File: config.mk
export PLATFORM = sky130hd
export DESIGN_NAME = ps2_mouse_cursor_tracker
export DESIGN_NICKNAME = d
export VERILOG_FILES = /design/src/sv/ps2mct_pkg.sv /design/src/sv/ps2mct_div.sv /design/src/sv/ps2mct_top.sv /design/src/sv/ps2_mouse_cursor_tracker.sv
export SDC_FILE = /design/constraint.sdc
export NUM_CORES = 1
export LEC_CHECK = 0
export BUFFER_PORTS_ARGS = -buffer_cell sky130_fd_sc_hd__buf_2
export CAP_MARGIN = 20
export CORE_MARGIN = 5
export CORE_UTILIZATION = 50
export DETAILED_ROUTE_END_ITERATION = 10
export HOLD_SLACK_MARGIN = 0.05
export PLACE_DENSITY = 0.8
export SLEW_MARGIN = 20
export SYNTH_ARGS = -nofsm -noshare
export SYNTH_HDL_FRONTEND = slang
export SYNTH_SLANG_ARGS = --single-unit
File: constraint.sdc
create_clock -name i_clk -period 11.6 [get_ports i_clk]
set_clock_uncertainty 0.15 [all_clocks]
set_input_delay 0.58 -clock i_clk [delete_from_list [all_inputs] [get_ports i_clk]]
set_output_delay 0.58 -clock i_clk [all_outputs]
set_load 0.01 [all_outputs]
File: src/sv/ps2mct_pkg.sv
// Package for the PS/2 mouse cursor tracker: payload structs, divider handshake
// structs, register indexes and reset constants. No dependencies.
package ps2mct_pkg;

    localparam int BYTE_W  = 8;
    localparam int POS_W   = 13;
    localparam int RES_W   = 14;
    localparam int BTN_W   = 3;
    localparam int MAG_W   = 9;
    localparam int CFG_IDX_W = 2;

    // Configuration register indexes.
    localparam logic [CFG_IDX_W-1:0] CFG_SENSITIVITY   = 2'd0;
    localparam logic [CFG_IDX_W-1:0] CFG_SCREEN_WIDTH  = 2'd1;
    localparam logic [CFG_IDX_W-1:0] CFG_SCREEN_HEIGHT = 2'd2;

    // Reset values.
    localparam logic [BYTE_W-1:0] SENS_RESET   = 8'd2;
    localparam logic [RES_W-1:0]  WIDTH_RESET  = 14'd800;
    localparam logic [RES_W-1:0]  HEIGHT_RESET = 14'd600;
    localparam logic [POS_W-1:0]  POS_X_RESET  = 13'd400;
    localparam logic [POS_W-1:0]  POS_Y_RESET  = 13'd300;
    localparam logic [RES_W-1:0]  MAX_RES      = 14'd8192;

    // Status and header bit positions.
    localparam int STAT_DATA_READY = 0;
    localparam int STAT_AUX_DATA   = 5;
    localparam int HDR_X_SIGN      = 4;
    localparam int HDR_Y_SIGN      = 5;

    typedef struct packed {
        logic [BYTE_W-1:0] port_status;
        logic [BYTE_W-1:0] data_byte;
    } t_in_item;

    typedef struct packed {
        logic [POS_W-1:0] cursor_x;
        logic [POS_W-1:0] cursor_y;
        logic [BTN_W-1:0] button_bits;
    } t_out_item;

    typedef struct packed {
        logic              start;
        logic [MAG_W-1:0]  dividend;
        logic [BYTE_W-1:0] divisor;
    } t_div_req;

    typedef struct packed {
        logic             done;
        logic [MAG_W-1:0] quotient;
    } t_div_rsp;

endpackage

File: src/sv/ps2mct_div.sv
// Bit-serial restoring divider for delta magnitudes, one quotient bit a cycle.
// Depends on ps2mct_pkg.
module ps2mct_div (
    input  logic                 i_clk,
    input  logic                 i_rst_n,
    input  ps2mct_pkg::t_div_req i_req,
    output ps2mct_pkg::t_div_rsp o_rsp
);
    import ps2mct_pkg::*;

    localparam int CNT_W = $clog2(MAG_W);
    localparam logic [CNT_W-1:0] LAST_STEP = CNT_W'(MAG_W - 1);

    logic              r_busy;
    logic              r_done;
    logic [CNT_W-1:0]  r_cnt;
    logic [BYTE_W-1:0] r_rem;
    logic [MAG_W-1:0]  r_quo;
    logic [BYTE_W-1:0] r_div;

    logic [BYTE_W:0]   trial;
    logic              fits;

    // Shift the next dividend bit into the partial remainder and try a subtract.
    always_comb begin
        trial = {r_rem, r_quo[MAG_W-1]};
        fits  = trial >= {1'b0, r_div};
    end

    always_ff @(posedge i_clk) begin
        if (!i_rst_n) begin
            r_busy <= 1'b0;
            r_done <= 1'b0;
            r_cnt  <= '0;
        end else begin
            r_done <= 1'b0;
            if (i_req.start) begin
                r_busy <= 1'b1;
                r_cnt  <= '0;
            end else if (r_busy) begin
                r_cnt <= r_cnt + 1'b1;
                if (r_cnt == LAST_STEP) begin
                    r_busy <= 1'b0;
                    r_done <= 1'b1;
                end
            end
        end
    end

    always_ff @(posedge i_clk) begin
        if (i_req.start) begin
            r_rem <= '0;
            r_quo <= i_req.dividend;
            r_div <= i_req.divisor;
        end else if (r_busy) begin
            if (fits) begin
                r_rem <= BYTE_W'(trial - {1'b0, r_div});
            end else begin
                r_rem <= trial[BYTE_W-1:0];
            end
            r_quo <= {r_quo[MAG_W-2:0], fits};
        end
    end

    assign o_rsp.done     = r_done;
    assign o_rsp.quotient = r_quo;

endmodule

File: src/sv/ps2mct_top.sv
// Divider activity monitor: flags when the shared divider has no division in progress.
// Depends on ps2mct_pkg.
module ps2mct_top (
    input  logic                 i_clk,
    input  logic                 i_rst_n,
    input  ps2mct_pkg::t_div_rsp i_rsp,
    input  logic                 i_busy,
    output logic                 o_idle_seen
);
    import ps2mct_pkg::*;

    // Set when a division completes, cleared when a new one starts.
    logic r_idle_seen;

    always_ff @(posedge i_clk) begin
        if (!i_rst_n) begin
            r_idle_seen <= 1'b1;
        end else if (i_rsp.done) begin
            r_idle_seen <= 1'b1;
        end else if (i_busy) begin
            r_idle_seen <= 1'b0;
        end
    end

    assign o_idle_seen = r_idle_seen;

endmodule

File: src/sv/ps2_mouse_cursor_tracker.sv
// PS/2 mouse cursor tracker top level; depends on ps2mct_pkg, ps2mct_div and ps2mct_top.
// A byte that does not complete a packet is taken while the sequencer is idle. The third
// byte of a packet stalls the input after its transfer while, for X and then Y, a start
// state, nine divider steps and a hand-off run, then an update state that registers the
// result. Only one packet end is worked on at a time. Reset (i_rst_n
// low, synchronous) restores sensitivity 2, 800x600, cursor (400, 300), no buttons, byte 0.
module ps2_mouse_cursor_tracker (
    input  logic                                 i_clk,
    input  logic                                 i_rst_n,
    // Input byte channel.
    input  logic                                 i_in_valid,
    output logic                                 o_in_stall,
    input  ps2mct_pkg::t_in_item                 i_in_item,
    // Cursor result channel.
    output logic                                 o_out_valid,
    input  logic                                 i_out_stall,
    output ps2mct_pkg::t_out_item                o_out_item,
    // Configuration write channel.
    input  logic                                 i_cfg_valid,
    output logic                                 o_cfg_ready,
    input  logic [ps2mct_pkg::CFG_IDX_W-1:0]     i_cfg_index,
    input  logic [ps2mct_pkg::RES_W-1:0]         i_cfg_data
);
    import ps2mct_pkg::*;

    // Sequencer states.
    localparam logic [2:0] ST_IDLE   = 3'd0;
    localparam logic [2:0] ST_STARTX = 3'd1;
    localparam logic [2:0] ST_WAITX  = 3'd2;
    localparam logic [2:0] ST_STARTY = 3'd3;
    localparam logic [2:0] ST_WAITY  = 3'd4;
    localparam logic [2:0] ST_UPDATE = 3'd5;

    // Packet byte positions.
    localparam logic [1:0] BYTE_HEADER = 2'd0;
    localparam logic [1:0] BYTE_XDELTA = 2'd1;
    localparam logic [1:0] BYTE_YDELTA = 2'd2;

    localparam int SUM_W = POS_W + 2;

    // Configuration registers.
    logic [BYTE_W-1:0] r_sensitivity;
    logic [RES_W-1:0]  r_screen_width;
    logic [RES_W-1:0]  r_screen_height;

    // Packet and cursor state.
    logic [2:0]        r_state;
    logic [2:0]        n_state;
    logic [1:0]        r_byte_index;
    logic [BYTE_W-1:0] r_header;
    logic [BYTE_W-1:0] r_x_byte;
    logic [POS_W-1:0]  r_pos_x;
    logic [POS_W-1:0]  r_pos_y;
    logic [BTN_W-1:0]  r_buttons;

    // Working registers for the packet end being processed.
    logic              r_neg_x;
    logic              r_neg_y;
    logic [MAG_W-1:0]  r_mag_x;
    logic [MAG_W-1:0]  r_mag_y;
    logic [MAG_W-1:0]  r_quo_x;

    // Result register.
    logic              r_out_valid;
    t_out_item         r_out_item;

    logic              offered;
    logic              completes;
    logic              in_xfer;
    logic              out_xfer;
    logic              cfg_xfer;
    logic [MAG_W-1:0]  raw_x;
    logic [MAG_W-1:0]  raw_y;
    t_div_req          div_req;
    t_div_rsp          div_rsp;
    logic              div_idle;

    logic signed [SUM_W-1:0] step_x;
    logic signed [SUM_W-1:0] step_y;
    logic signed [SUM_W-1:0] sum_x;
    logic signed [SUM_W-1:0] sum_y;
    logic [POS_W-1:0]        top_x;
    logic [POS_W-1:0]        top_y;
    logic [POS_W-1:0]        new_x;
    logic [POS_W-1:0]        new_y;

    // A byte counts only when the controller flags it ready and from the mouse.
    assign offered   = i_in_item.port_status[STAT_DATA_READY]
                     & i_in_item.port_status[STAT_AUX_DATA];
    // Byte positions at or past the third are treated as the last byte.
    assign completes = offered && (r_byte_index != BYTE_HEADER)
                     && (r_byte_index != BYTE_XDELTA);

    // Stall while the divider sequence runs. A packet end also waits for the
    // result register to empty, while other bytes keep flowing.
    assign o_in_stall  = (r_state != ST_IDLE) || (r_out_valid && completes)
                       || !div_idle;
    assign in_xfer     = i_in_valid && !o_in_stall;
    assign out_xfer    = r_out_valid && !i_out_stall;
    assign o_cfg_ready = 1'b1;
    assign cfg_xfer    = i_cfg_valid && o_cfg_ready;

    // Sign-extend the deltas to 9 bits and take their magnitudes; -256 maps to 256.
    assign raw_x = {r_header[HDR_X_SIGN], r_x_byte};
    assign raw_y = {r_header[HDR_Y_SIGN], i_in_item.data_byte};

    // Configuration writes. A sensitivity of zero is stored as one.
    always_ff @(posedge i_clk) begin
        if (!i_rst_n) begin
            r_sensitivity   <= SENS_RESET;
            r_screen_width  <= WIDTH_RESET;
            r_screen_height <= HEIGHT_RESET;
        end else if (cfg_xfer) begin
            unique case (i_cfg_index)
                CFG_SENSITIVITY: begin
                    if (i_cfg_data[BYTE_W-1:0] == '0) begin
                        r_sensitivity <= BYTE_W'(1);
                    end else begin
                        r_sensitivity <= i_cfg_data[BYTE_W-1:0];
                    end
                end
                CFG_SCREEN_WIDTH:  r_screen_width  <= i_cfg_data;
                CFG_SCREEN_HEIGHT: r_screen_height <= i_cfg_data;
                default: ;
            endcase
        end
    end

    // The shared divider is used twice per packet end: first X, then Y.
    always_comb begin
        div_req.start    = (r_state == ST_STARTX) || (r_state == ST_STARTY);
        div_req.dividend = (r_state == ST_STARTY) ? r_mag_y : r_mag_x;
        div_req.divisor  = r_sensitivity;
    end

    ps2mct_div u_div (
        .i_clk   (i_clk),
        .i_rst_n (i_rst_n),
        .i_req   (div_req),
        .o_rsp   (div_rsp)
    );

    ps2mct_top u_mon (
        .i_clk       (i_clk),
        .i_rst_n     (i_rst_n),
        .i_rsp       (div_rsp),
        .i_busy      (div_req.start),
        .o_idle_seen (div_idle)
    );

    always_comb begin
        n_state = r_state;
        unique case (r_state)
            ST_IDLE:   if (in_xfer && completes) n_state = ST_STARTX;
            ST_STARTX: n_state = ST_WAITX;
            ST_WAITX:  if (div_rsp.done) n_state = ST_STARTY;
            ST_STARTY: n_state = ST_WAITY;
            ST_WAITY:  if (div_rsp.done) n_state = ST_UPDATE;
            ST_UPDATE: n_state = ST_IDLE;
            default:   n_state = ST_IDLE;
        endcase
    end

    // Top of each axis: resolution minus one, with zero acting as one and
    // anything above the maximum acting as the maximum.
    always_comb begin
        if (r_screen_width == '0) begin
            top_x = '0;
        end else if (r_screen_width > MAX_RES) begin
            top_x = POS_W'(MAX_RES - 1'b1);
        end else begin
            top_x = POS_W'(r_screen_width - 1'b1);
        end
        if (r_screen_height == '0) begin
            top_y = '0;
        end else if (r_screen_height > MAX_RES) begin
            top_y = POS_W'(MAX_RES - 1'b1);
        end else begin
            top_y = POS_W'(r_screen_height - 1'b1);
        end
    end

    // Quotients are truncated toward zero because the sign is applied after the
    // magnitude division. X moves right on positive, Y moves down on negative.
    always_comb begin
        step_x = $signed({{(SUM_W-MAG_W){1'b0}}, r_quo_x});
        step_y = $signed({{(SUM_W-MAG_W){1'b0}}, div_rsp.quotient});
        if (r_neg_x) begin
            step_x = -step_x;
        end
        if (r_neg_y) begin
            step_y = -step_y;
        end
        sum_x = $signed({2'b00, r_pos_x}) + step_x;
        sum_y = $signed({2'b00, r_pos_y}) - step_y;

        priority if (sum_x < 0) begin
            new_x = '0;
        end else if (sum_x > $signed({2'b00, top_x})) begin
            new_x = top_x;
        end else begin
            new_x = sum_x[POS_W-1:0];
        end

        priority if (sum_y < 0) begin
            new_y = '0;
        end else if (sum_y > $signed({2'b00, top_y})) begin
            new_y = top_y;
        end else begin
            new_y = sum_y[POS_W-1:0];
        end
    end

    // Control state: sequencer, packet alignment, cursor, buttons, result valid.
    always_ff @(posedge i_clk) begin
        if (!i_rst_n) begin
            r_state      <= ST_IDLE;
            r_byte_index <= BYTE_HEADER;
            r_header     <= '0;
            r_x_byte     <= '0;
            r_pos_x      <= POS_X_RESET;
            r_pos_y      <= POS_Y_RESET;
            r_buttons    <= '0;
            r_out_valid  <= 1'b0;
        end else begin
            r_state <= n_state;
            if (in_xfer && offered) begin
                priority if (r_byte_index == BYTE_HEADER) begin
                    r_header     <= i_in_item.data_byte;
                    r_byte_index <= BYTE_XDELTA;
                end else if (r_byte_index == BYTE_XDELTA) begin
                    r_x_byte     <= i_in_item.data_byte;
                    r_byte_index <= BYTE_YDELTA;
                end else begin
                    r_byte_index <= BYTE_HEADER;
                    r_buttons    <= r_header[BTN_W-1:0];
                end
            end
            if (r_state == ST_UPDATE) begin
                r_pos_x     <= new_x;
                r_pos_y     <= new_y;
                r_out_valid <= 1'b1;
            end else if (out_xfer) begin
                r_out_valid <= 1'b0;
            end
        end
    end

    // Working and result payload registers.
    always_ff @(posedge i_clk) begin
        if (in_xfer && completes) begin
            r_neg_x <= raw_x[MAG_W-1];
            r_neg_y <= raw_y[MAG_W-1];
            r_mag_x <= raw_x[MAG_W-1] ? MAG_W'(~raw_x + 1'b1) : raw_x;
            r_mag_y <= raw_y[MAG_W-1] ? MAG_W'(~raw_y + 1'b1) : raw_y;
        end
        if ((r_state == ST_WAITX) && div_rsp.done) begin
            r_quo_x <= div_rsp.quotient;
        end
        if (r_state == ST_UPDATE) begin
            r_out_item.cursor_x    <= new_x;
            r_out_item.cursor_y    <= new_y;
            r_out_item.button_bits <= r_buttons;
        end
    end

    assign o_out_valid = r_out_valid;
    assign o_out_item  = r_out_item;

endmodule
Word-level counts from Yosys, hierarchy flattened
Cells that the tools add are included.

Add/subtract/negate cells: 10. Order comparisons: 7. Equality and inequality tests: 13. Mux-type cells: 29. Bitwise operators: 7. Reduce and logical (&&, ||, !) cells: 34.

Operator list (number): two-way mux 13 bit (8); two-way mux 8 bit (4); greater-than comparator 15 x 14 -> 1 bit (2); less-than comparator 15 x 1 -> 1 bit (second input constant) (2); two-way mux 15 bit (2); negation 9 -> 15 bit (2); greater-than comparator 14 bit (second input constant) (2); logical NOT 14 bit (2); two-way mux 9 bit (3); subtractor 13 x 1 -> 13 bit (second input constant) (2); adder 9 x 1 -> 9 bit (second input constant) (2); NOT 9 bit (2); adder 14 x 15 -> 15 bit (1); one-hot mux 3 bit (5 select lines) (1); subtractor 14 x 15 -> 15 bit (1); greater-or-equal comparator 9 x 8 -> 1 bit (1); two-way mux 3 bit (3); AND reduction 3 bit (3); logical AND 1 bit (8); logical NOT 8 bit (1); AND reduction 2 bit (4); subtractor 8 bit (1); equality test 3 x 2 -> 1 bit (second input constant) (2); equality test 3 bit (second input constant) (2); 19 further kinds (39).

Flip-flop bits (word level): 175. Bits of input ports: 37. Output and inout port bits: 32.

Depth between registers and ports, before layout
Word-level depth: 11. Gate-level depth with buffers: 23. Depth with buffers taken out: 22.

Cells and area by module
Synthesis repeated with hierarchy kept, for this count alone.

Cell total of the unflattened synthesis: 1078. Area, all modules: 10242.3 sq um.

Modules (own cells, without submodules): ps2_mouse_cursor_tracker (times used 1, cells each 926, area each 8577.0 sq um, sequential area each 3423.3 sq um); ps2mct_div (times used 1, cells each 149, area each 1631.6 sq um, sequential area each 790.8 sq um); ps2mct_top (times used 1, cells each 3, area each 33.8 sq um, sequential area each 20.0 sq um).

Worst setup path after synthesis
No wires, ideal clock.

Kind: register -> register. Start point: register r_quo_x[0]. End point: register r_out_item (netlist bit o_out_item[20]) (data pin). Arrival time: 4439 ps. Setup slack: 6745 ps. Stages on the path, launching flop included: 20. Path buffers: 1. Period minus slack after synthesis: 4855 ps. Path through: edfxtp_1 > or3_1 > o31ai_1 > xnor2_1 > ha_1 > a21o_1 > or3_1 > o211ai_1 > nand3b_1 > a21oi_1 > xnor2_1 > ha_1 > a211oi_1 > o21ai_0 > a2111oi_0 > o21ai_0 > mux2i_1 > buf_4 > mux2i_1 > nor2_1.

Word-level cells in the longest chain between the ends: 6. Elaborated cells on any way between the ends: 7. Classes of those cells: 2 x add/sub; 2 x order compare; 3 x mux.

Ends and longest elaborated chain: start, declared (line ps2_mouse_cursor_tracker.sv:61) `logic [MAG_W-1:0] r_quo_x;`; start signal, assigned (line ps2_mouse_cursor_tracker.sv:258) `r_quo_x <= div_rsp.quotient;`; negation 9 -> 15 bit (line ps2_mouse_cursor_tracker.sv:189) `step_x = -step_x;`; two-way mux 15 bit (*) (line ps2_mouse_cursor_tracker.sv:188) `if (r_neg_x) begin`; adder 14 x 15 -> 15 bit (*) (line ps2_mouse_cursor_tracker.sv:194) `sum_x = $signed({2'b00, r_pos_x}) + step_x;`; greater-than comparator 15 x 14 -> 1 bit (line ps2_mouse_cursor_tracker.sv:199) `end else if (sum_x > $signed({2'b00, top_x})) begin`; two-way mux 13 bit (line ps2_mouse_cursor_tracker.sv:199); two-way mux 13 bit (*) (line ps2_mouse_cursor_tracker.sv:197) `priority if (sum_x < 0) begin`; via new_x[4] (line ps2_mouse_cursor_tracker.sv:84) `logic [POS_W-1:0] new_x;`; end, declared (line ps2_mouse_cursor_tracker.sv:65) `t_out_item r_out_item;`.

The timed path passes the listed nets; every way through them passes the cells marked *. A chain may end at the register's enable or synchronous reset.

Worst setup path after layout
Start point: register u_div.r_quo[0]. End point: register r_pos_y[1].

Word-level cells in the longest chain between the ends: 6. Elaborated cells on any way between the ends: 7. Classes of those cells: 2 x add/sub; 2 x order compare; 3 x mux.

Ends and longest elaborated chain: start, declared (line ps2mct_div.sv:18) `logic [MAG_W-1:0] r_quo;`; start signal, assigned (line ps2mct_div.sv:53) `r_quo <= i_req.dividend;`; start signal, assigned (line ps2mct_div.sv:61) `r_quo <= {r_quo[MAG_W-2:0], fits};`; negation 9 -> 15 bit (line ps2_mouse_cursor_tracker.sv:192) `step_y = -step_y;`; two-way mux 15 bit (*) (line ps2_mouse_cursor_tracker.sv:191) `if (r_neg_y) begin`; subtractor 14 x 15 -> 15 bit (*) (line ps2_mouse_cursor_tracker.sv:195) `sum_y = $signed({2'b00, r_pos_y}) - step_y;`; greater-than comparator 15 x 14 -> 1 bit (line ps2_mouse_cursor_tracker.sv:207) `end else if (sum_y > $signed({2'b00, top_y})) begin`; two-way mux 13 bit (line ps2_mouse_cursor_tracker.sv:207); two-way mux 13 bit (*) (line ps2_mouse_cursor_tracker.sv:205) `priority if (sum_y < 0) begin`; end signal, assigned (line ps2_mouse_cursor_tracker.sv:241) `r_pos_y <= new_y;`; end, declared (line ps2_mouse_cursor_tracker.sv:53) `logic [POS_W-1:0] r_pos_y;`.

Mark *: on every way between the ends. The rest lies on a longest branch, timed or not.

==> results.sh <==
export IMPL_status="complete, no violations"
export IMPL_clkSlewWorstSetupHoldPaths_ns=0.07
export IMPL_regToRegStartpoint="u_div.r_quo[0]"
export IMPL_drt_vias_per_instance=5.623
export IMPL_power_per_cell_area_nw_per_um2=118.9
export IMPL_nNetsFinal=1252
export IMPL_grt_start_max_net_pins=60
export IMPL_clock_sink_count=174
export IMPL_cp_cell_sequence="inv_1 -> ha_1 -> nand2_1 -> o21ai_0 -> fa_1 -> and2b_1 -> o31a_2 -> o221ai_1 -> a2111oi_2 -> o41ai_1 -> xor2_1 -> inv_1 -> ha_1 -> nand4_1 -> or4_1 -> o21ai_0 -> a21oi_1 -> and4b_1 -> nor2_2 -> mux2_2 -> o41ai_1"
export IMPL_seq_power_share_pct=49.6
export IMPL_clock_insertion_delay_worst_skew_ns=0.44
export IMPL_clock_root_buffer="clkbuf_16"
export IMPL_internal_power_w=0.0009848
export IMPL_postSynthCellCount=1095
export IMPL_worst_path_max_delay_cell="a2111oi_2"
export IMPL_detail_route_antenna_nets=0
export IMPL_hold_viol_final=0
export IMPL_detail_route_wirelength_mm=22.52
export IMPL_switching_power_w=0.0003436
export IMPL_yosys_area_top_type_share_pct=22.34
export IMPL_placeable_core_region_um2=20040
export IMPL_dpl_hpwl_mm=16.72
export IMPL_first_pass_iters=5
export IMPL_post_cts_setup_buffer_count=0
export IMPL_criticalPathCategory="register to register"
export IMPL_grt_first_pass_wirelength_mm=37.25
export IMPL_setup_viol_count_final=0
export IMPL_maxClockFrequency_ghz=0.1690
export IMPL_worst_endpoint_arrival_ns=6.10
export IMPL_gr_usage_all_layers_pct=19.45
export IMPL_dieWidth_um=152.0
export IMPL_aggregate_negative_setup_slack_ns=0
export IMPL_clock_tree_buffer_depth=2
export IMPL_cts_htree_levels=4
export IMPL_holdPathStages=3
export IMPL_post_cts_resize_count=0
export IMPL_buffer_ports_inserted=61
export IMPL_switching_share_pct=25.87
export IMPL_antenna_found_initial=0
export IMPL_cts_made_buffers=17
export IMPL_yosys_warnings=0
export IMPL_synth_seq_area_share_pct=41.99
export IMPL_top_usage_layer="met2"
export IMPL_post_synth_main_area_contributors="edfxtp_1, dfxtp_1, ha_1"
export IMPL_cp_launch_type="register"
export IMPL_synth_top_flop_cell="dfxtp_1"
export IMPL_core_rowCount=52
export IMPL_transition_time_at_the_pin_with_the_least_slew_margin_ns=0.9903
export IMPL_synthDominantAreaCellType="edfxtp_1"
export IMPL_drt_iter0_drc=519
export IMPL_cts_tree="done"
export IMPL_synth_seq_cells=174
export IMPL_regToRegSetupSlack_ns=5.68
export IMPL_max_cap_violations=0
export IMPL_first_global_vias=7693
export IMPL_timing_final_crit_share_pct=51.01
export IMPL_drive_gt1_share_pct=11.16
export IMPL_worst_r2r_path_depth=21
export IMPL_place_gp_congestion=0.8819
export IMPL_slowest_delay_ns=0.59
export IMPL_min_from="i_cfg_data[9]"
export IMPL_max_slew_margin_rel_pct=33.47
export IMPL_worstPathMaxFanout=11
export IMPL_power_frac_comb_pct=10.3
export IMPL_number_of_ports_placed_on_the_die_boundary=69
export IMPL_static_leakage_power_nw=4.474
export IMPL_worst_ir_drop_vdd_uv=97.28
export IMPL_wl_per_cell_um=15.79
export IMPL_synthesis_area_um2=10080
export IMPL_dr_total_vias=8019
export IMPL_remaining_drc_errors=0
export IMPL_netlist_cell_type_count=71
export IMPL_initial_core_util_pct=50.32
export IMPL_die_area_um2=23110
export IMPL_cp_end_kind="register"
export IMPL_worst_hold_path_type="input port to register"
export IMPL_worstPathRequired_ns=11.78
export IMPL_pwr_share_clk_pct=40.0
export IMPL_grt_util_met3_pct=3.783
export IMPL_rsz0062_at_grt="no"
export IMPL_hold_path_endpoint="r_screen_height[9]"
export IMPL_synthesis_area_per_instance_um2=9.209
export IMPL_r2r_end="r_pos_y[1]"
export IMPL_global_route_overflow_total=0
export IMPL_global_route_usage_met1_pct=24.06
export IMPL_timing_final_max_slew_violations=0
export IMPL_synth_enable_flop_cells=75
export IMPL_syn2layout_area_growth_pct=10.76
export IMPL_place_inst=1394
export IMPL_n_antenna_cell=0
export IMPL_synth_fp_nets=1204
export IMPL_final_util_pct=55.73
export IMPL_layout_cells_non_filler=1426
export IMPL_async_flop_share_pct=0
export IMPL_final_period_demand_of_the_worst_path_ns=5.918
export IMPL_met2_usage_pct=33.21
export IMPL_die_y_um=152.0
export IMPL_cts_hold_repair_buffers=0
==> worst max path at each step <==
stage / start / end / slack, ns / cells past startpoint
6_report: u_div.r_quo[0] / r_pos_y[1] / 5.68 / 21
2_1_floorplan: r_quo_x[0] / o_out_item[20] / 6.75 / 19
4_1_cts: u_div.r_quo[0] / r_pos_y[1] / 5.79 / 21
3_5_place_dp: u_div.r_quo[0] / r_pos_y[1] / 5.88 / 20
3_3_place_gp: u_div.r_quo[0] / r_pos_y[1] / 6.02 / 20
5_1_grt: u_div.r_quo[0] / r_pos_y[1] / 5.26 / 21
==> cell families after synthesis <==
family | synth area share, %
AO/OA/AOI/OAI | 15.24
XOR/XNOR | 6.068
adder cells (fa/ha/maj) | 9.158
buffers and inverters | 4.405
flip-flops | 41.99
multiplexers | 6.763
other | 0.03719
AND/OR/NAND/NOR | 16.34
==> layout make-up <==
type / instances / area (um^2)
flip-flops and latches: 174 / 4234
clock buffers: 19 / 432.9
fillers: 1773 / 8871
repair buffers: 72 / 387.9
clock inverters: 13 / 107.6
multi-input cells: 808 / 5405
well taps: 270 / 337.8
inverters: 70 / 262.8
==> metal layers <==
metal	vias up	routed length, um
met5	-	0
met4	0	793
met3	54	1061
met2	214	10750
met1	3764	9912
li1	3987	-
==> synthesized netlist by cell type, types with 5 or more instances <==
cell type / count
nand3b_1: 6
edfxtp_1: 75
nand2_1: 143
clkbuf_1: 35
nand3_1: 18
a211oi_1: 7
o41ai_1: 9
or3_1: 8
or2_2: 5
a21o_1: 10
xnor2_1: 45
nor3_1: 24
inv_1: 69
nor4_1: 8
mux2_2: 5
o21ai_0: 61
xor2_1: 23
a21oi_1: 81
nor2_1: 95
mux2i_1: 58
dfxtp_1: 99
o21bai_1: 6
nand2b_1: 13
nand4_1: 10
o31ai_1: 17
o21a_1: 10
ha_1: 69
nor2b_1: 8
==> power groups by stage <==
stage | clock, W | sequential (W) | combinational, W
floorplan | 0 | 0.000668 | 0.000102
global placement | 0 | 0.000672 | 0.000130
detailed placement | 0 | 0.000673 | 0.000134
CTS | 0.000540 | 0.000659 | 0.000136
global route | 0.000567 | 0.000660 | 0.000154
finish | 0.000532 | 0.000659 | 0.000137
==> sequential cells by signal (all words and copies together) (netlist names), 5 cells and up <==
| signal | cells |
|---|---|
| r_pos_x | 13 |
| r_mag_x | 9 |
| o_out_item | 29 |
| r_screen_height | 14 |
| r_sensitivity | 8 |
| r_quo_x | 9 |
| r_pos_y | 13 |
| u_div.r_div | 8 |
| r_header | 5 |
| u_div.r_quo | 9 |
| u_div.r_rem | 8 |
| r_screen_width | 14 |
| r_mag_y | 9 |
| r_x_byte | 8 |
==> worst max-delay path, delay by kind of cell (launching register included) <==
family,cells,cell delay [ns]
multiplexers,1,0.45
flip-flops,1,0.47
AO/OA/AOI/OAI,8,1.88
XOR/XNOR,1,0.25
buffers and inverters,2,0.15
AND/OR/NAND/NOR,6,1.38
adder cells (fa/ha/maj),3,1.07
==> per-stage QoR <==
stage	hold WS (ns)	power [W]	setup WS, ns	area [um^2]
after detailed placement	0.2647	0.0008070	5.879	10630
after CTS	0.2161	0.001336	5.794	11170
after floorplan	0.2530	0.0007702	6.745	10080
final	0.2284	0.001328	5.682	11170
after global routing	0.2249	0.001381	5.258	11170
after global placement	0.2623	0.0008024	6.020	10630
==> cells in the final DEF, fill, tap and decap left out, drive strengths merged, types with 45 or more instances in the layout <==
| cell | n |
|---|---|
| dfxtp | 99 |
| xnor2 | 45 |
| buf | 72 |
| edfxtp | 75 |
| a21oi | 81 |
| mux2i | 58 |
| inv | 76 |
| ha | 69 |
| nand2 | 143 |
| o21ai | 63 |
| nor2 | 96 |
Note: power is estimated with default switching activity, not from simulation.
